## src/sv/rdm_pkg.sv

```systemverilog
package rdm_pkg;

  localparam int unsigned ECHO_BYTES = 4;
  localparam int unsigned JOBQ_DEPTH = 2;
  localparam int unsigned JOBQ_AW    = $clog2(JOBQ_DEPTH);

  localparam logic [7:0]  SYNC_BYTE     = 8'h05;
  localparam logic [7:0]  CRC_POLY      = 8'h07;
  localparam logic [15:0] TIMEOUT_RESET = 16'd5;
  localparam logic [15:0] IDLE_MAX      = 16'hFFFF;
  localparam logic [3:0]  ECHO_CNT      = 4'(ECHO_BYTES);
  localparam logic [3:0]  REPLY_BODY    = 4'd7;

  localparam logic [1:0] CMD_WRITE = 2'd0;
  localparam logic [1:0] CMD_READ  = 2'd1;
  localparam logic [1:0] CMD_RX    = 2'd2;
  localparam logic [1:0] CMD_TICK  = 2'd3;

  localparam logic [2:0] ST_OK      = 3'd0;
  localparam logic [2:0] ST_SYNC    = 3'd1;
  localparam logic [2:0] ST_REG     = 3'd2;
  localparam logic [2:0] ST_CRC     = 3'd3;
  localparam logic [2:0] ST_TIMEOUT = 3'd4;

  // reply byte positions after the echo
  localparam logic [3:0] POS_SYNC = 4'd0;
  localparam logic [3:0] POS_REG  = 4'd2;
  localparam logic [3:0] POS_DATA = 4'd3;

  localparam logic [2:0] IDX_WRITE_LAST = 3'd7;
  localparam logic [2:0] IDX_READ_LAST  = 3'd3;

  typedef enum logic [1:0] {
    JOB_WRITE = 2'd0,
    JOB_READ  = 2'd1,
    JOB_DONE  = 2'd2
  } job_kind_e;

  typedef struct packed {
    logic [1:0]  cmd;
    logic [7:0]  node_addr;
    logic [6:0]  reg_addr;
    logic [31:0] write_value;
    logic [7:0]  rx_byte;
  } req_t;

  typedef struct packed {
    logic        tx_valid;
    logic [7:0]  tx_byte;
    logic        last;
    logic        read_done;
    logic [2:0]  status;
    logic [31:0] read_value;
  } rsp_t;

  typedef struct packed {
    job_kind_e   kind;
    logic [7:0]  node_addr;
    logic [6:0]  reg_addr;
    logic [31:0] value;
    logic [2:0]  status;
  } job_t;

  // CRC-8 poly 0x07, data bits taken LSB first
  function automatic logic [7:0] crc_byte(input logic [7:0] crc, input logic [7:0] data);
    logic [7:0] c;
    logic [7:0] d;
    c = crc;
    d = data;
    for (int b = 0; b < 8; b++) begin
      if (c[7] ^ d[0]) begin
        c = {c[6:0], 1'b0} ^ CRC_POLY;
      end else begin
        c = {c[6:0], 1'b0};
      end
      d = {1'b0, d[7:1]};
    end
    return c;
  endfunction

endpackage

```

## src/sv/register_datagram_uart_master.sv

```systemverilog
// Master side of a single-wire UART register datagram link (CRC-8 poly 0x07, LSB-first
// data). A request is accepted in any cycle the two-entry job queue has room; the front
// end tracks the pending read (echo skip, reply check, idle-tick timeout) in the same
// cycle it accepts each byte or tick request. The back end emits one result per cycle
// while its single output register is empty or popped: a write request yields eight
// results, a read request four, a finished read one. Sustained throughput is therefore
// set by the back end's one-result-per-cycle byte sequencer.
module register_datagram_uart_master_core import rdm_pkg::*; (
  input  logic        clk_i,
  input  logic        rst_ni,
  input  logic        push,
  output logic        full,
  input  req_t        req_i,
  output logic        empty,
  input  logic        pop,
  output rsp_t        rsp_o,
  input  logic        cfg_valid_i,
  output logic        cfg_ready_o,
  input  logic [15:0] cfg_data_i
);

  logic accept;
  logic job_push;
  job_t job_in;
  job_t job_out;
  logic job_pop;
  logic job_full;
  logic job_empty;

  assign full        = job_full;
  assign accept      = push && !job_full;
  assign cfg_ready_o = 1'b1;

  rdm_front u_front (
    .clk_i      (clk_i),
    .rst_ni     (rst_ni),
    .accept_i   (accept),
    .req_i      (req_i),
    .cfg_we_i   (cfg_valid_i),
    .cfg_data_i (cfg_data_i),
    .job_push_o (job_push),
    .job_o      (job_in)
  );

  rdm_jobq u_jobq (
    .clk_i   (clk_i),
    .rst_ni  (rst_ni),
    .push_i  (job_push),
    .data_i  (job_in),
    .pop_i   (job_pop),
    .data_o  (job_out),
    .full_o  (job_full),
    .empty_o (job_empty)
  );

  rdm_back u_back (
    .clk_i       (clk_i),
    .rst_ni      (rst_ni),
    .job_empty_i (job_empty),
    .job_i       (job_out),
    .job_pop_o   (job_pop),
    .empty_o     (empty),
    .pop_i       (pop),
    .rsp_o       (rsp_o)
  );

endmodule

```

## src/sv/rdm_front.sv

```systemverilog
module rdm_front import rdm_pkg::*; (
  input  logic        clk_i,
  input  logic        rst_ni,
  input  logic        accept_i,
  input  req_t        req_i,
  input  logic        cfg_we_i,
  input  logic [15:0] cfg_data_i,
  output logic        job_push_o,
  output job_t        job_o
);

  logic        pending_q, pending_d;
  logic [3:0]  bcnt_q, bcnt_d;
  logic [6:0]  preg_q, preg_d;
  logic [7:0]  crc_q, crc_d;
  logic        sync_ok_q, sync_ok_d;
  logic        reg_ok_q, reg_ok_d;
  logic [31:0] data_q, data_d;
  logic [15:0] idle_q, idle_d;
  logic [15:0] timeout_q;
  logic [3:0]  pos;
  logic [15:0] idle_inc;
  logic [2:0]  rx_status;

  assign pos      = bcnt_q - ECHO_CNT;
  assign idle_inc = (idle_q < IDLE_MAX) ? idle_q + 16'd1 : idle_q;

  always_comb begin
    if (!sync_ok_q) begin
      rx_status = ST_SYNC;
    end else if (!reg_ok_q) begin
      rx_status = ST_REG;
    end else if (crc_q != req_i.rx_byte) begin
      rx_status = ST_CRC;
    end else begin
      rx_status = ST_OK;
    end
  end

  always_comb begin
    pending_d = pending_q;
    bcnt_d    = bcnt_q;
    preg_d    = preg_q;
    crc_d     = crc_q;
    sync_ok_d = sync_ok_q;
    reg_ok_d  = reg_ok_q;
    data_d    = data_q;
    idle_d    = idle_q;

    job_push_o       = 1'b0;
    job_o.kind       = JOB_DONE;
    job_o.node_addr  = req_i.node_addr;
    job_o.reg_addr   = req_i.reg_addr;
    job_o.value      = req_i.write_value;
    job_o.status     = ST_OK;

    // the read context is cleared by new requests, finished reads and timeouts
    if (accept_i) begin
      case (req_i.cmd)
        CMD_WRITE, CMD_READ: begin
          pending_d  = (req_i.cmd == CMD_READ);
          bcnt_d     = '0;
          preg_d     = (req_i.cmd == CMD_READ) ? req_i.reg_addr : '0;
          crc_d      = '0;
          sync_ok_d  = 1'b0;
          reg_ok_d   = 1'b0;
          data_d     = '0;
          idle_d     = '0;
          job_push_o = 1'b1;
          job_o.kind = (req_i.cmd == CMD_READ) ? JOB_READ : JOB_WRITE;
        end
        CMD_RX: begin
          if (pending_q) begin
            idle_d = '0;
            if (bcnt_q < ECHO_CNT) begin
              bcnt_d = bcnt_q + 4'd1;
            end else if (pos < REPLY_BODY) begin
              if (pos == POS_SYNC) begin
                sync_ok_d = (req_i.rx_byte == SYNC_BYTE);
              end else if (pos == POS_REG) begin
                reg_ok_d = (req_i.rx_byte == {1'b0, preg_q});
              end else if (pos >= POS_DATA) begin
                data_d = {data_q[23:0], req_i.rx_byte};
              end
              crc_d  = crc_byte(crc_q, req_i.rx_byte);
              bcnt_d = bcnt_q + 4'd1;
            end else begin
              job_push_o   = 1'b1;
              job_o.status = rx_status;
              job_o.value  = (rx_status == ST_OK) ? data_q : '0;
              pending_d = 1'b0;
              bcnt_d    = '0;
              preg_d    = '0;
              crc_d     = '0;
              sync_ok_d = 1'b0;
              reg_ok_d  = 1'b0;
              data_d    = '0;
            end
          end
        end
        CMD_TICK: begin
          if (pending_q) begin
            idle_d = idle_inc;
            if (idle_inc >= timeout_q) begin
              job_push_o   = 1'b1;
              job_o.status = ST_TIMEOUT;
              job_o.value  = '0;
              pending_d = 1'b0;
              bcnt_d    = '0;
              preg_d    = '0;
              crc_d     = '0;
              sync_ok_d = 1'b0;
              reg_ok_d  = 1'b0;
              data_d    = '0;
              idle_d    = '0;
            end
          end
        end
        default: begin
        end
      endcase
    end
  end

  always_ff @(posedge clk_i or negedge rst_ni) begin
    if (!rst_ni) begin
      pending_q <= 1'b0;
      bcnt_q    <= '0;
      preg_q    <= '0;
      crc_q     <= '0;
      sync_ok_q <= 1'b0;
      reg_ok_q  <= 1'b0;
      data_q    <= '0;
      idle_q    <= '0;
      timeout_q <= TIMEOUT_RESET;
    end else begin
      pending_q <= pending_d;
      bcnt_q    <= bcnt_d;
      preg_q    <= preg_d;
      crc_q     <= crc_d;
      sync_ok_q <= sync_ok_d;
      reg_ok_q  <= reg_ok_d;
      data_q    <= data_d;
      idle_q    <= idle_d;
      if (cfg_we_i) begin
        timeout_q <= cfg_data_i;
      end
    end
  end

endmodule

```

## src/sv/rdm_jobq.sv

```systemverilog
module rdm_jobq import rdm_pkg::*; (
  input  logic clk_i,
  input  logic rst_ni,
  input  logic push_i,
  input  job_t data_i,
  input  logic pop_i,
  output job_t data_o,
  output logic full_o,
  output logic empty_o
);

  job_t               mem_q [JOBQ_DEPTH];
  logic [JOBQ_AW-1:0] wptr_q;
  logic [JOBQ_AW-1:0] rptr_q;
  logic [JOBQ_AW:0]   cnt_q;
  logic               do_push;
  logic               do_pop;

  assign full_o  = (cnt_q == (JOBQ_AW+1)'(JOBQ_DEPTH));
  assign empty_o = (cnt_q == '0);
  assign do_push = push_i && !full_o;
  assign do_pop  = pop_i && !empty_o;
  assign data_o  = mem_q[rptr_q];

  always_ff @(posedge clk_i) begin
    if (do_push) begin
      mem_q[wptr_q] <= data_i;
    end
  end

  always_ff @(posedge clk_i or negedge rst_ni) begin
    if (!rst_ni) begin
      wptr_q <= '0;
      rptr_q <= '0;
      cnt_q  <= '0;
    end else begin
      if (do_push) begin
        wptr_q <= (wptr_q == JOBQ_AW'(JOBQ_DEPTH - 1)) ? '0 : wptr_q + JOBQ_AW'(1);
      end
      if (do_pop) begin
        rptr_q <= (rptr_q == JOBQ_AW'(JOBQ_DEPTH - 1)) ? '0 : rptr_q + JOBQ_AW'(1);
      end
      case ({do_push, do_pop})
        2'b10:   cnt_q <= cnt_q + (JOBQ_AW+1)'(1);
        2'b01:   cnt_q <= cnt_q - (JOBQ_AW+1)'(1);
        default: cnt_q <= cnt_q;
      endcase
    end
  end

endmodule

```

## src/sv/rdm_back.sv

```systemverilog
module rdm_back import rdm_pkg::*; (
  input  logic clk_i,
  input  logic rst_ni,
  input  logic job_empty_i,
  input  job_t job_i,
  output logic job_pop_o,
  output logic empty_o,
  input  logic pop_i,
  output rsp_t rsp_o
);

  logic       active_q;
  job_t       job_q;
  logic [2:0] idx_q;
  logic [7:0] crc_q;
  rsp_t       out_q;
  logic       out_vld_q;

  logic       slot_free;
  logic       emit;
  logic       is_last;
  logic       done_emit;
  logic [7:0] byte_val;
  logic       load;
  rsp_t       rsp_new;

  assign slot_free = !out_vld_q || pop_i;
  assign emit      = active_q && slot_free;

  always_comb begin
    case (idx_q)
      3'd0:    byte_val = SYNC_BYTE;
      3'd1:    byte_val = job_q.node_addr;
      3'd2:    byte_val = {(job_q.kind == JOB_WRITE), job_q.reg_addr};
      3'd3:    byte_val = (job_q.kind == JOB_WRITE) ? job_q.value[31:24] : crc_q;
      3'd4:    byte_val = job_q.value[23:16];
      3'd5:    byte_val = job_q.value[15:8];
      3'd6:    byte_val = job_q.value[7:0];
      default: byte_val = crc_q;
    endcase
  end

  assign is_last = (job_q.kind == JOB_WRITE && idx_q == IDX_WRITE_LAST) ||
                   (job_q.kind == JOB_READ && idx_q == IDX_READ_LAST);
  assign done_emit = (job_q.kind == JOB_DONE);

  always_comb begin
    rsp_new = '0;
    if (done_emit) begin
      rsp_new.read_done  = 1'b1;
      rsp_new.status     = job_q.status;
      rsp_new.read_value = job_q.value;
    end else begin
      rsp_new.tx_valid = 1'b1;
      rsp_new.tx_byte  = byte_val;
      rsp_new.last     = is_last;
    end
  end

  // next job is taken when idle or while the current one emits its last result
  assign load      = !job_empty_i && (!active_q || (emit && (is_last || done_emit)));
  assign job_pop_o = load;

  assign empty_o = !out_vld_q;
  assign rsp_o   = out_q;

  always_ff @(posedge clk_i) begin
    if (load) begin
      job_q <= job_i;
    end
    if (emit) begin
      out_q <= rsp_new;
    end
  end

  always_ff @(posedge clk_i or negedge rst_ni) begin
    if (!rst_ni) begin
      active_q  <= 1'b0;
      idx_q     <= '0;
      crc_q     <= '0;
      out_vld_q <= 1'b0;
    end else begin
      if (emit) begin
        out_vld_q <= 1'b1;
      end else if (pop_i) begin
        out_vld_q <= 1'b0;
      end
      if (load) begin
        active_q <= 1'b1;
        idx_q    <= '0;
        crc_q    <= '0;
      end else if (emit) begin
        if (is_last || done_emit) begin
          active_q <= 1'b0;
        end
        idx_q <= idx_q + 3'd1;
        crc_q <= crc_byte(crc_q, byte_val);
      end
    end
  end

endmodule

```

## config.mk

```make
export PLATFORM = sky130hd
export DESIGN_NAME = register_datagram_uart_master_core
export DESIGN_NICKNAME = d
export VERILOG_FILES = /design/src/sv/rdm_pkg.sv /design/src/sv/register_datagram_uart_master.sv /design/src/sv/rdm_front.sv /design/src/sv/rdm_jobq.sv /design/src/sv/rdm_back.sv
export SDC_FILE = /design/constraint.sdc
export NUM_CORES = 1
export LEC_CHECK = 0
export BUFFER_PORTS_ARGS = -buffer_cell sky130_fd_sc_hd__clkbuf_2
export CAP_MARGIN = 20
export CELL_PAD_IN_SITES_DETAIL_PLACEMENT = 0
export CELL_PAD_IN_SITES_GLOBAL_PLACEMENT = 1
export CORE_UTILIZATION = 40
export CTS_CLUSTER_SIZE = 40
export DETAILED_ROUTE_END_ITERATION = 8
export MAX_ROUTING_LAYER = met4
export PLACE_DENSITY = 0.79
export SLEW_MARGIN = 0
export SYNTH_ARGS = -nofsm -noshare
export SYNTH_HDL_FRONTEND = slang
export SYNTH_HIERARCHICAL = 1
export SYNTH_SLANG_ARGS = --single-unit
```

## constraint.sdc

```tcl
create_clock -name clk_i -period 13.6 [get_ports clk_i]
set_clock_uncertainty 0.05 [all_clocks]
set_input_delay 2.72 -clock clk_i [delete_from_list [all_inputs] [get_ports clk_i]]
set_output_delay 2.72 -clock clk_i [all_outputs]
set_load 0.01 [all_outputs]
```

; ---- Yosys cells after proc, flatten, opt, wreduce, memory -nomap -nowiden
; Memory sizes are Yosys's and may differ from the RTL's. A register that Yosys moved wholly into a read port is not among the register bits.
; Cells that the tools add are included.
[op_classes]
bitwise_logic = 32
add_sub_neg = 8
magnitude_cmp = 5
n_reduce_logical = 35
eq_ne = 29
n_mux = 156
[ops]
columns = op, n
row1 = $mux 8, 57
row2 = $mux 32, 9
row3 = $mux 35, 6
row4 = $pmux 32 s3, 1
row5 = $pmux 35 s2, 1
row6 = $mux 16, 4
row7 = $mux 3, 20
row8 = $pmux 8 s7, 1
row9 = $not 3->3, 16
row10 = $pmux 16 s3, 1
row11 = $mux 7, 6
row12 = $mux 36, 1
row13 = $mux 1, 32
row14 = $pmux 8 s3, 1
row15 = $pmux 7 s3, 1
row16 = $mux 4, 5
row17 = $add 16x1->16 const B, 1
row18 = $ge 16x16->1, 1
row19 = $lt 16x16->1 const B, 1
row20 = $xor 1x1->1, 16
row21 = $ne 3x3->1 const B, 5
row22 = $eq 3x3->1 const B, 4
row23 = $pmux 1 s3, 4
row24 = $pmux 4 s3, 1
row25 = other kinds (36), 70
[totals]
register_bits = 149
ram_bits = 104
out_inout_bits = 49
input_bits = 78
word_cells = 288
mem_count = 1
[memory_table]
columns = memory, words, width, rd, rd_ports_with_merged_regs, write_ports, line
row1 = u_jobq.mem_q, 2, 52, 1, 1, 1, rdm_jobq.sv:12  ; job_t mem_q [JOBQ_DEPTH];

; ---- Logic depth before layout (Yosys ltp)
; Gate-level depths: netlist (run 1).
[depth]
ltp_word = 55
depth_mapped = 19
depth_no_buf = 18

; ---- Hierarchy
; Netlist (run 1), hierarchy kept.
[modules_own_cells]
columns = mod, cells_each, n_inst, seq_area_each_um2, area_per_inst_um2
row1 = rdm_front, 531, 1, 2154.6, 5210.0
row2 = rdm_back, 334, 1, 3268.1, 4814.6
row3 = rdm_jobq, 180, 1, 3223.1, 4200.3
row4 = register_datagram_uart_master_core, 3, 1, 0.0, 25.0

; ---- Least setup slack after synthesis (run 1)
; No wires, ideal clock.
[synth_path]
path_kind = input to register
start = input push
end = memory u_jobq/mem_q[0][0] (netlist bit), enable pin
cell_stages = 6
n_path_buf = 0
path_slack_ps = 7395
required_time_ps = 13088
arrival_ps = 5693
setup_ps = 462
path_cell_list = nor2b_4 > o21a_1 > o211ai_2 > inv_1 > nand2_1 > nor2_1
[synth_via]
elab_chain_len = 5
[synth_rtl]
columns = element, line
row1 = "start, declared", register_datagram_uart_master.sv:11  ; input logic push,
row2 = $logic_and 1x1->1, register_datagram_uart_master.sv:31  ; assign accept = push && !job_full;
row3 = $mux 1, rdm_front.sv:58  ; if (accept_i) begin
row4 = named net job_push, register_datagram_uart_master.sv:23  ; logic job_push;
row5 = $logic_and 1x1->1, rdm_jobq.sv:21  ; assign do_push = push_i && !full_o;
row6 = $mux 1, rdm_jobq.sv:26  ; if (do_push) begin
row7 = $mux 1 (not written as such), rdm_jobq.sv:27  ; mem_q[wptr_q] <= data_i;
row8 = "end, declared", rdm_jobq.sv:12
; The timed path passes the listed nets, and every way through them passes these cells.

; ---- Worst setup path after layout (run 1)
[layout_path]
start = register u_front.idle_q[0]
end = memory u_jobq/mem_q[0][45] (netlist bit), enable pin
[layout_via]
elab_chain_len = 10
word_cells_on_any_way = 11
classes_between = add/sub (1) / order compare (2) / mux (7) / reduce/logical (1)
[layout_rtl]
columns = element, line
row1 = "start, declared", rdm_front.sv:19  ; logic [15:0] idle_q, idle_d;
row2 = "start signal, assigned", rdm_front.sv:144  ; idle_q <= idle_d;
row3 = $add 16x1->16 or $lt 16x16->1 (tied branches), rdm_front.sv:26  ; assign idle_inc = (idle_q < IDLE_MAX) ? idle_q + 16'd1 : idle_q;
row4 = $mux 16 *, rdm_front.sv:26
row5 = $ge 16x16->1 *, rdm_front.sv:104  ; if (idle_inc >= timeout_q) begin
row6 = $mux 1 *, rdm_front.sv:104
row7 = $mux 1 *, rdm_front.sv:102  ; if (pending_q) begin
row8 = $pmux 1 s3 *, rdm_front.sv:59  ; case (req_i.cmd)
row9 = $mux 1 *, rdm_front.sv:58
row10 = named net job_push, register_datagram_uart_master.sv:23
row11 = $logic_and 1x1->1 *, rdm_jobq.sv:21
row12 = $mux 1 *, rdm_jobq.sv:26
row13 = $mux 1 (not written as such) *, rdm_jobq.sv:27
; Mark *: on every way through the listed nets, which the timed path passes. The rest lies on a longest branch.

==> results_dict.tcl, run 1 <==
set metrics [dict create \
    status "complete, no violations" \
    postSynthNetCount 1156 \
    postCtsResizedCells 0 \
    share_seq_of_total_power 0.413 \
    grt_start_max_net_pins 64 \
    num_vias 8667 \
    tritoncts "done" \
    path_clk_slew_ns 0.05 \
    power.density_cell_area_mw_per_mm2 196 \
    die_x_um 191 \
    rsz0062_at_grt "false" \
    synth_seq_cells 305 \
    power.switching_uw 1000 \
    gp_congestion 0.846 \
    required_ns 13.69 \
    core_area_mm2 0.0348 \
    crit-reg2reg-launch "u_front/idle_q[0]" \
    hold-path-cell-count 1 \
    irDropWorstVdd_mv 0.119 \
    worst-endpoint-arrival_ns 5.24 \
    dp.cells 1567 \
    hold_end "u_back/out_vld_q" \
    tightestPinTransition_ns 1.04 \
    routed_wire_length_per_instance_um 19.1 \
    final_layout_setup_total_negative_slack_ns 0 \
    yosys.cell_types.count 83 \
    post_cts_hold_buffer_count 0 \
    hp-class "flop to flop" \
    synthesis.area_per_instance_um2 13.6 \
    critical_path_class "flop to flop" \
    regToRegEndpoint "u_jobq/mem_q[0][45]" \
    netlist_top_cells_area "edfxtp_1, dfrtp_1, mux2_4, a22o_1, ha_1" \
    path_max_fanout 34 \
    power.leakage_uw 0.00672 \
    vias_in_the_first_global_route 8536 \
    area.growth.synth_to_final_pct 13.5 \
    netlist.area_leader.share 0.426 \
    design.final.nets 1257 \
    ant_nets 0 \
    post-synth-top-area-cell "edfxtp_1" \
    final_max_slew_viol_count 0 \
    die-area_mm2 0.0364 \
    critical_path.startpoint_type "flop" \
    final.hold.worst_slack_ns 0.450 \
    maxCapViolCount 0 \
    netlist_top_cells_count "edfxtp_1, dfrtp_1, a22o_1" \
    drive_above_1_share 0.232 \
    global_route.usage.total 0.177 \
    cts.root.buffer_cell "clkbuf_16" \
    io-pin-count 127 \
    ctsLongestPathBuffers 3 \
    clk_latency_ns 0.52 \
    rrSetupSlack_ns 8.45 \
    htree_num_levels 2 \
    effective_utilization_at_floorplan 0.409 \
    detailed_routing_iterations_pass_1 5 \
    grt_overflow_total 0 \
    final_period_minus_worst_setup_slack_ns 5.15 \
    clock-sinks 305 \
    fin_total_pwr_uw 3170 \
    drt_wl_total_um 31200 \
    swShare 0.316 \
    clock_power_share 0.277 \
    numCtsBuffers 35 \
    number_of_rows_in_the_core_area 68 \
    grt_pass1_wl_um 48200 \
    async_flop_share 0.338 \
    synth-edff-count 202 \
    layout.cells.non_filler 1632 \
    synth_sequential_area_ratio 0.607 \
    placement.io_buffers 125 \
    postCtsSetupRepairBufs 0 \
    synth_most_common_cell "edfxtp_1" \
    chipHeight_um 191 \
    final.period_utilization 0.379 \
    route.detailed.drc 0 \
    finalHoldViolCount 0 \
    synth_flop_cell "edfxtp_1" \
    post_synth_inst_count 1048 \
    comb_power_share 0.310 \
    post-dp-hpwl_um 21700 \
    slew_headroom 0.307 \
    ff2ff_path_depth 15 \
    detailedRoute.firstIterationViolations 626 \
    achievable-frequency_ghz 0.194 \
    critical_path_endpoint_category "flop" \
    count_of_final_setup_violators 0 \
    number_of_antenna_violations_at_the_first_check_in_global_routing 1 \
    cellInternalPower_uw 2160 \
    post_drt_via_cell_ratio 5.31 \
    synth_warnings 6 \
    syn-cell-area_mm2 0.0142 \
    timing.hold.worst.start "u_back/active_q" \
]
-- cells in the final DEF, fill, tap and decap left out, drive strengths merged, types with 17 or more instances in the layout --
| cell type | netlist | layout |
|---|---|---|
| inv | 36 | 38 |
| mux2 | 61 | 61 |
| o21ai | 40 | 40 |
| a31oi | 20 | 20 |
| xor2 | 17 | 17 |
| nand2 | 65 | 65 |
| xnor2 | 42 | 42 |
| a21oi | 33 | 33 |
| edfxtp | 202 | 202 |
| dfrtp | 101 | 101 |
| a22o | 73 | 73 |
| nor2 | 43 | 43 |
| and2 | 42 | 42 |
| ha | 30 | 30 |
| clkbuf | 25 | 173 |
-- critical path, stage by stage, from the launching register on --
cell      delay, ns
dfrtp_1        0.46
ha_1           0.28
nand3_1        0.17
nor4_4         0.43
and2_1         0.38
nor4b_1        0.15
xor2_1         0.17
ha_1           0.31
nand4_1        0.11
a211o_1        0.33
o21ai_4        0.38
o211ai_2       0.26
inv_1          0.14
nand2_1        0.14
nor2_4         0.46
buf_4          0.51
-- per-layer routing --
| metal | global-route usage | vias to the layer above | part of all wire |
|---|---|---|---|
| met3 | 0.0315 | 54 | 0.049 |
| met5 | - | - | 0 |
| met4 | 0.0523 | 0 | 0.022 |
| met1 | 0.235 | 4282 | 0.46 |
| met2 | 0.278 | 230 | 0.47 |
| li1 | - | 4101 | - |
-- registers in the layout, indices dropped and copies added (netlist names) --
name,count
u_front/idle_q,16
u_front/pending_q,1
u_back/active_q,1
u_front/bcnt_q,4
u_back/idx_q,3
u_front/preg_q,7
u_jobq/rptr_q,1
u_back/out_vld_q,1
u_jobq/mem_q,104
u_jobq/cnt_q,2
u_front/data_q,32
u_front/crc_q,8
u_back/job_q,52
u_front/reg_ok_q,1
u_back/crc_q,8
u_front/timeout_q,16
u_back/rsp_o,46
u_jobq/wptr_q,1
u_front/sync_ok_q,1
-- power groups by stage --
| stage | combinational [uW] | sequential [uW] | clock (uW) |
|---|---|---|---|
| floorplan | 801 | 1280 | 0 |
| global placement | 958 | 1320 | 0 |
| detailed placement | 978 | 1330 | 0 |
| CTS | 982 | 1310 | 900 |
| global route | 1060 | 1320 | 936 |
| finish | 981 | 1310 | 877 |
-- cell families after synthesis --
group	synth area share
other	0.000263
adders and majority gates	0.0263
AOI/OAI and AO/OA	0.129
and+or+nand+nor	0.0896
muxes	0.0646
xor gates and xnor gates	0.0415
buffers and inverters	0.0417
DFF	0.607
-- how the worst max path moves through the flow --
stage | startpoint | to | cells after the start
2_1_floorplan | push | u_jobq/mem_q[0][0] | 6
5_1_grt | u_front/idle_q[0] | u_jobq/mem_q[0][45] | 15
3_5_place_dp | push | u_jobq/mem_q[0][22] | 8
4_1_cts | u_front/idle_q[0] | u_jobq/mem_q[0][49] | 15
6_report | u_front/idle_q[0] | u_jobq/mem_q[0][45] | 15
3_3_place_gp | push | u_jobq/mem_q[0][15] | 8
-- cell type report --
| class | count | area, um2 |
|---|---|---|
| Fill cell | 3074 | 18600 |
| Clock buffer | 49 | 990 |
| Multi-Input combinational cell | 636 | 5030 |
| Inverter | 36 | 135 |
| Sequential cell | 305 | 8650 |
| Antenna cell | 1 | 2.50 |
| Timing Repair Buffer | 135 | 703 |
| Tap cell | 455 | 569 |
| Clock inverter | 15 | 97.6 |
-- per-stage QoR --
stage               utilization  setup WS, ns  area, um2
detailed placement        0.434          8.04      15100
global placement          0.434          8.15      15100
global route              0.465          8.08      16200
floorplan                     -          7.40      14200
CTS                       0.465          8.44      16200
finish                    0.465          8.45      16200
No activity file was read; power rests on OpenSTA's default activity.
==> run 2: changes to the inputs <==
Settings changed: ABC_AREA set to 1, PLACE_DENSITY 0.79 to 0.83.
Clock period 13.6 ns to 5 ns, I/O delays scaled along.
==> run 2 against run 1 <==
Maximum frequency rose by 27%. Highest routed layer unchanged. Worst setup slack got worse by 7.5 ns. Largest cell class unchanged. First-iteration DRC count rose by 34%. Clock power rose to 2.9 times the previous value. Combinational power rose to 3.7 times the previous value. Critical path type unchanged. Utilization fell by 1.1 points. Die area rose by 16%. Area after synthesis rose by 16%. Final area rose by 15%. Wire length rose by 27%. Sequential share of layout area fell by 6.8 points.
==> results_dict.tcl, run 2 <==
set metrics [dict create \
    syn-cell-area_mm2 0.0165 \
    ff2ff_path_depth 18 \
    rrSetupSlack_ns 0.95 \
    finalInstanceArea_mm2 0.0185 \
    number_of_rows_in_the_core_area 74 \
    hp-class "flop to flop" \
    largest_register_ffs 104 \
    post-dp-hpwl_um 28900 \
    synth-edff-count 202 \
    postSynthNetCount 1956 \
    finalHoldViolCount 0 \
    netlist.area_leader.share 0.367 \
    power.leakage_uw 0.00828 \
    placement.io_buffers 125 \
    io-pin-count 127 \
    cp_slowest_stage_delay_ns 0.47 \
    count_of_final_setup_violators 0 \
    netlist_top_cells_area "edfxtp_1, dfrtp_1, nand2_1, inv_1, nand3_1" \
    gp_congestion 0.931 \
    synth_most_common_cell "nand2_1" \
    layout.cells.non_filler 2499 \
    effective_utilization_at_floorplan 0.405 \
    area.growth.synth_to_final_pct 12.1 \
    tightestPinTransition_ns 1.04 \
    final_core_utilization 0.454 \
    hold-path-cell-count 2 \
    area.sequential_mm2 0.00865 \
    fin_total_pwr_uw 10100 \
    critical_path_endpoint_category "flop" \
    core_area_mm2 0.0408 \
    path_clk_slew_ns 0.06 \
    grt_pass1_wl_um 62600 \
    final_layout_setup_total_negative_slack_ns 0 \
    grt_start_max_net_pins 65 \
    clk_latency_ns 0.54 \
    global_route.usage.total 0.196 \
    die_x_um 205 \
    required_ns 5.19 \
    final.period_utilization 0.809 \
    synthesis.area_per_instance_um2 8.94 \
    post-synth-top-area-cell "edfxtp_1" \
    placedInstanceArea_mm2 0.0174 \
    dp.cells 2434 \
    post_synth_inst_count 1848 \
    async_flop_share 0.338 \
    drt_wl_total_um 39500 \
    yosys.cell_types.count 51 \
    grt_overflow_total 0 \
    achievable-frequency_ghz 0.247 \
    final_max_slew_viol_count 0 \
    synth_sequential_area_ratio 0.523 \
    cts.root.buffer_cell "clkbuf_16" \
    status "complete, no violations" \
    numCtsBuffers 36 \
    mostFrequentLayoutCell "nand2_1" \
    critical_path.startpoint_type "flop" \
    detailedRoute.firstIterationViolations 841 \
    synth_seq_cells 305 \
    max_flop_register "u_jobq/mem_q" \
    regToRegEndpoint "u_jobq/mem_q[0][30]" \
    post_drt_via_cell_ratio 4.88 \
    design.final.nets 2048 \
    rsz0062_at_grt "false" \
    critical_path.most_common_cell "nand2_1" \
    postCtsResizedCells 0 \
    vias_in_the_first_global_route 11639 \
    worst_path_max_delay_cell "inv_2" \
    cp_cell_sequence "ha_1 -> nand3_1 -> or2_2 -> nor2_2 -> inv_1 -> o21ai_0 -> ha_1 -> nand2_1 -> nor2_1 -> nand2_1 -> nand2_1 -> nand2_1 -> nand4_2 -> nand3_4 -> inv_1 -> nand3_1 -> inv_2 -> buf_12" \
    htree_num_levels 2 \
    critical_path_class "flop to flop" \
    final_period_minus_worst_setup_slack_ns 4.05 \
    routed_wire_length_per_instance_um 15.8 \
    die-area_mm2 0.0421 \
    detailed_routing_iterations_pass_1 5 \
    most-common-layout-cells "nand2_1, inv_1, edfxtp_1" \
    multi_input_area_mm2 0.00645 \
    ctsLongestPathBuffers 3 \
    irDropWorstVdd_mv 0.321 \
    synth_flop_cell "edfxtp_1" \
    timing.hold.worst.start "u_jobq/cnt_q[1]" \
    num_vias 12199 \
    post_cts_hold_buffer_count 0 \
    chipHeight_um 205 \
    crit-reg2reg-launch "u_front/idle_q[1]" \
    postCtsSetupRepairBufs 0 \
    route.detailed.drc 0 \
    hold_end "u_jobq/cnt_q[1]" \
    clock-sinks 305 \
    ant_nets 0 \
    n_fill_cell 3888 \
    synth_warnings 6 \
    tritoncts "done" \
    number_of_antenna_violations_at_the_first_check_in_global_routing 4 \
    slew_headroom 0.308 \
    worst-endpoint-arrival_ns 4.23 \
    path_max_fanout 28 \
    maxCapViolCount 0 \
    power.density_cell_area_mw_per_mm2 545 \
    netlist_top_cells_count "nand2_1, inv_1, edfxtp_1" \
    drive_above_1_share 0.206 \
]
run 2: changes by cell type in the layout (fill, tap and decap cells not counted), moves of 28 or more:
cell,before,now
and2_1,42,2
o21ai_2,0,33
mux2_4,49,0
nand4_1,8,43
o21ai_0,33,66
nand2_1,65,536
nand3_1,11,113
nand2_4,0,50
nand2_2,0,74
a22o_1,73,0
nor2_1,40,123
a21oi_1,32,60
inv_1,34,203
xnor2_1,41,10
run 2: critical path, delay by kind of cell (launching register included):
| family | cells | cell delay [ns] |
|---|---|---|
| AND/OR/NAND/NOR | 11 | 1.56 |
| adder cells (fa/ha/maj) | 2 | 0.43 |
| flip-flops | 1 | 0.38 |
| buffers and inverters | 4 | 1.07 |
| AO/OA/AOI/OAI | 1 | 0.23 |
run 2: area by class of cell:
| cell class | count | share of cell area |
|---|---|---|
| antenna | 4 | 0.000540 |
| clock buffer | 43 | 0.0517 |
| clock inverter | 18 | 0.00919 |
| inverter | 224 | 0.0462 |
| multi-input combinational | 1233 | 0.348 |
| sequential | 305 | 0.467 |
| tap | 532 | 0.0359 |
| timing repair buffer | 140 | 0.0413 |
run 2: kinds of logic after synthesis:
family | share of synthesized area
buffers and inverters | 0.0873
DFF | 0.523
adders and majority gates | 0.0227
xor gates and xnor gates | 0.0153
AOI/OAI and AO/OA | 0.0681
muxes | 0.000681
and+or+nand+nor | 0.283
other | 0.000227
run 2: power breakdown:
group	switching, uW	internal (uW)	total [uW]
clock	1050	1480	2530
sequential	337	3620	3960
combinational	2540	1070	3620
total	3930	6170	10100
run 2: worst max path at each step:
stage,from,endpoint,slack [ns],depth (start not counted)
finish,u_front/idle_q[1],u_jobq/mem_q[0][30],0.95,18
global route,u_front/idle_q[1],u_jobq/mem_q[0][29],0.59,16
CTS,u_front/idle_q[1],u_jobq/mem_q[0][14],0.97,18
detailed placement,u_front/idle_q[4],u_jobq/mem_q[0][39],0.98,16
global placement,u_front/idle_q[0],u_jobq/mem_q[0][40],1.04,18
floorplan,u_front/idle_q[0],u_jobq/mem_q[1][0],0.56,18
run 2: routing by layer:
| layer | global-route usage | vias to the layer above | wire length [um] |
|---|---|---|---|
| met5 | - | - | 0 |
| met4 | 0.0693 | 0 | 1020 |
| met3 | 0.0272 | 71 | 1780 |
| met2 | 0.308 | 297 | 18300 |
| met1 | 0.260 | 5683 | 18400 |
| li1 | - | 6148 | - |
run 2: stage by stage:
step,hold WS [ns],worst slack (ns)
6_report,0.430,0.953
5_1_grt,0.471,0.586
4_1_cts,0.436,0.967
3_5_place_dp,0.421,0.980
3_3_place_gp,0.407,1.04
2_1_floorplan,0.392,0.555
==> run 3: changes to the inputs <==
Settings changed: PLACE_DENSITY 0.83 to 0.85.
Clock period 5 ns to 3.5 ns, I/O delays scaled along.
==> run 3 against run 2 <==
Sequential cell count is the same. Register-to-register slack lost 0.84 ns. Critical path type unchanged. Clock-buffer cell count grew 3.
==> results_dict.tcl, run 3 (synthesis gave the netlist of run 2 again) <==
set metrics [dict create \
    status "complete, no violations" \
    count_of_final_setup_violators 0 \
    drt_wl_total_um 40000 \
    htree_num_levels 2 \
    critical_path_class "flop to flop" \
    tightestPinTransition_ns 0.952 \
    largest_register_ffs 104 \
    numCtsBuffers 35 \
    finalInstanceArea_mm2 0.0191 \
    gp_congestion 0.913 \
    effective_utilization_at_floorplan 0.405 \
    route.detailed.drc 0 \
    irDropWorstVdd_mv 0.382 \
    final_max_slew_viol_count 0 \
    grt_start_max_net_pins 91 \
    post_drt_via_cell_ratio 4.87 \
    post-dp-hpwl_um 29000 \
    grt_overflow_total 0 \
    max_flop_register "u_jobq/mem_q" \
    cts.root.buffer_cell "clkbuf_16" \
    maxCapViolCount 0 \
    final_core_utilization 0.467 \
    detailedRoute.firstIterationViolations 698 \
    placement.io_buffers 125 \
    finalHoldViolCount 0 \
    number_of_antenna_violations_at_the_first_check_in_global_routing 2 \
    num_vias 12288 \
    path_clk_slew_ns 0.06 \
    dp.cells 2449 \
    achievable-frequency_ghz 0.296 \
    layout.cells.non_filler 2524 \
    chipHeight_um 205 \
    area.growth.synth_to_final_pct 15.4 \
    ctsLongestPathBuffers 3 \
    mostFrequentLayoutCell "nand2_1" \
    global_route.usage.total 0.197 \
    tritoncts "done" \
    die-area_mm2 0.0421 \
    power.density_cell_area_mw_per_mm2 781 \
    final.period_utilization 0.967 \
    die_x_um 205 \
    routed_wire_length_per_instance_um 15.9 \
    design.final.nets 2073 \
    vias_in_the_first_global_route 11809 \
    core_area_mm2 0.0408 \
    required_ns 3.68 \
    path_max_fanout 17 \
    n_fill_cell 3853 \
    drive_above_1_share 0.222 \
    rsz0062_at_grt "true" \
    clk_latency_ns 0.54 \
    power.leakage_uw 0.00853 \
    critical_path_endpoint_category "flop" \
    fin_total_pwr_uw 14900 \
    placedInstanceArea_mm2 0.0176 \
    worst-endpoint-arrival_ns 3.56 \
    critical_path.startpoint_type "flop" \
    hp-class "input pin to flop" \
    detailed_routing_iterations_pass_1 7 \
    final_period_minus_worst_setup_slack_ns 3.38 \
    most-common-layout-cells "nand2_1, edfxtp_1, inv_1" \
    final_layout_setup_total_negative_slack_ns 0 \
    slew_headroom 0.362 \
    io-pin-count 127 \
    grt_pass1_wl_um 62600 \
    ant_nets 0 \
    number_of_rows_in_the_core_area 74 \
    clock-sinks 305 \
]
## run 3: final timing paths
kind                                   start             endpoint  slack, ns  cells after the start
setup / recovery           u_front/idle_q[0]  u_jobq/mem_q[1][38]       0.12                     19
hold / removal                     req_i[49]  u_jobq/mem_q[1][44]       0.31                      1
setup reg to reg           u_front/idle_q[0]  u_jobq/mem_q[1][38]       0.12                     19
hold reg to reg              u_jobq/cnt_q[1]      u_jobq/cnt_q[1]       0.43                      2
max in group asynchronous             rst_ni        u_jobq/rptr_q       2.03                      3
min in group asynchronous             rst_ni      u_back/idx_q[1]       0.54                      2
## run 3: final cells by class
cell class,instances,area (um2),share of cell area
clock inverters,16,312,0.0163
diodes,2,5.00,0.000262
inverters,224,866,0.0454
flip-flops and latches,305,8650,0.453
repair buffers,166,1070,0.0559
multi-input cells,1233,6590,0.346
clock buffers,46,917,0.0481
well taps,532,666,0.0349
## run 3: through the flow
| step | setup slack [ns] | hold WS [ns] |
|---|---|---|
| after CTS | 0.0339 | 0.283 |
| final | 0.116 | 0.315 |
| after global placement | 0.0751 | 0.420 |
| after floorplan | -0.245 | 0.354 |
| after global routing | -0.0413 | 0.292 |
| after detailed placement | 0.0287 | 0.416 |
## run 3: per-layer routing
metal	track usage	part of all wire	vias up
met1	0.243	0.43	5685
li1	-	-	6192
met3	0.0287	0.050	86
met5	-	0	-
met2	0.323	0.48	325
met4	0.0841	0.037	0
## run 3: critical path: stages (launching register included)
cell and delay [ns]:
dfrtp_1 0.42, ha_4 0.16, nand3_2 0.11, or2_4 0.28, nor2_4 0.14, clkinvlp_4 0.10, clkbuf_4 0.18, buf_4 0.14
nand2_1 0.09, ha_1 0.14, nand2_2 0.08, nor3_4 0.23, nand3_2 0.13, nand4_4 0.14, nand3_4 0.11, inv_4 0.09
o21ai_4 0.08, nor2_4 0.11, buf_4 0.12, buf_8 0.16
## run 3: what timing repair did
action | in CTS | in global routing
pin swaps | 0 | 9
setup endpoints to repair | 5 | 191
buffers inserted | 0 | 8
endpoints found under the hold margin | 13 | 0
resized for setup | 1 | 20
hold buffers | 1 | 0
gates cloned | 0 | 2
## run 3: where the power goes
part | switching, uW | internal (uW)
clock network | 1440 | 2510
logic | 3660 | 1660
registers | 453 | 5170
total | 5550 | 9340
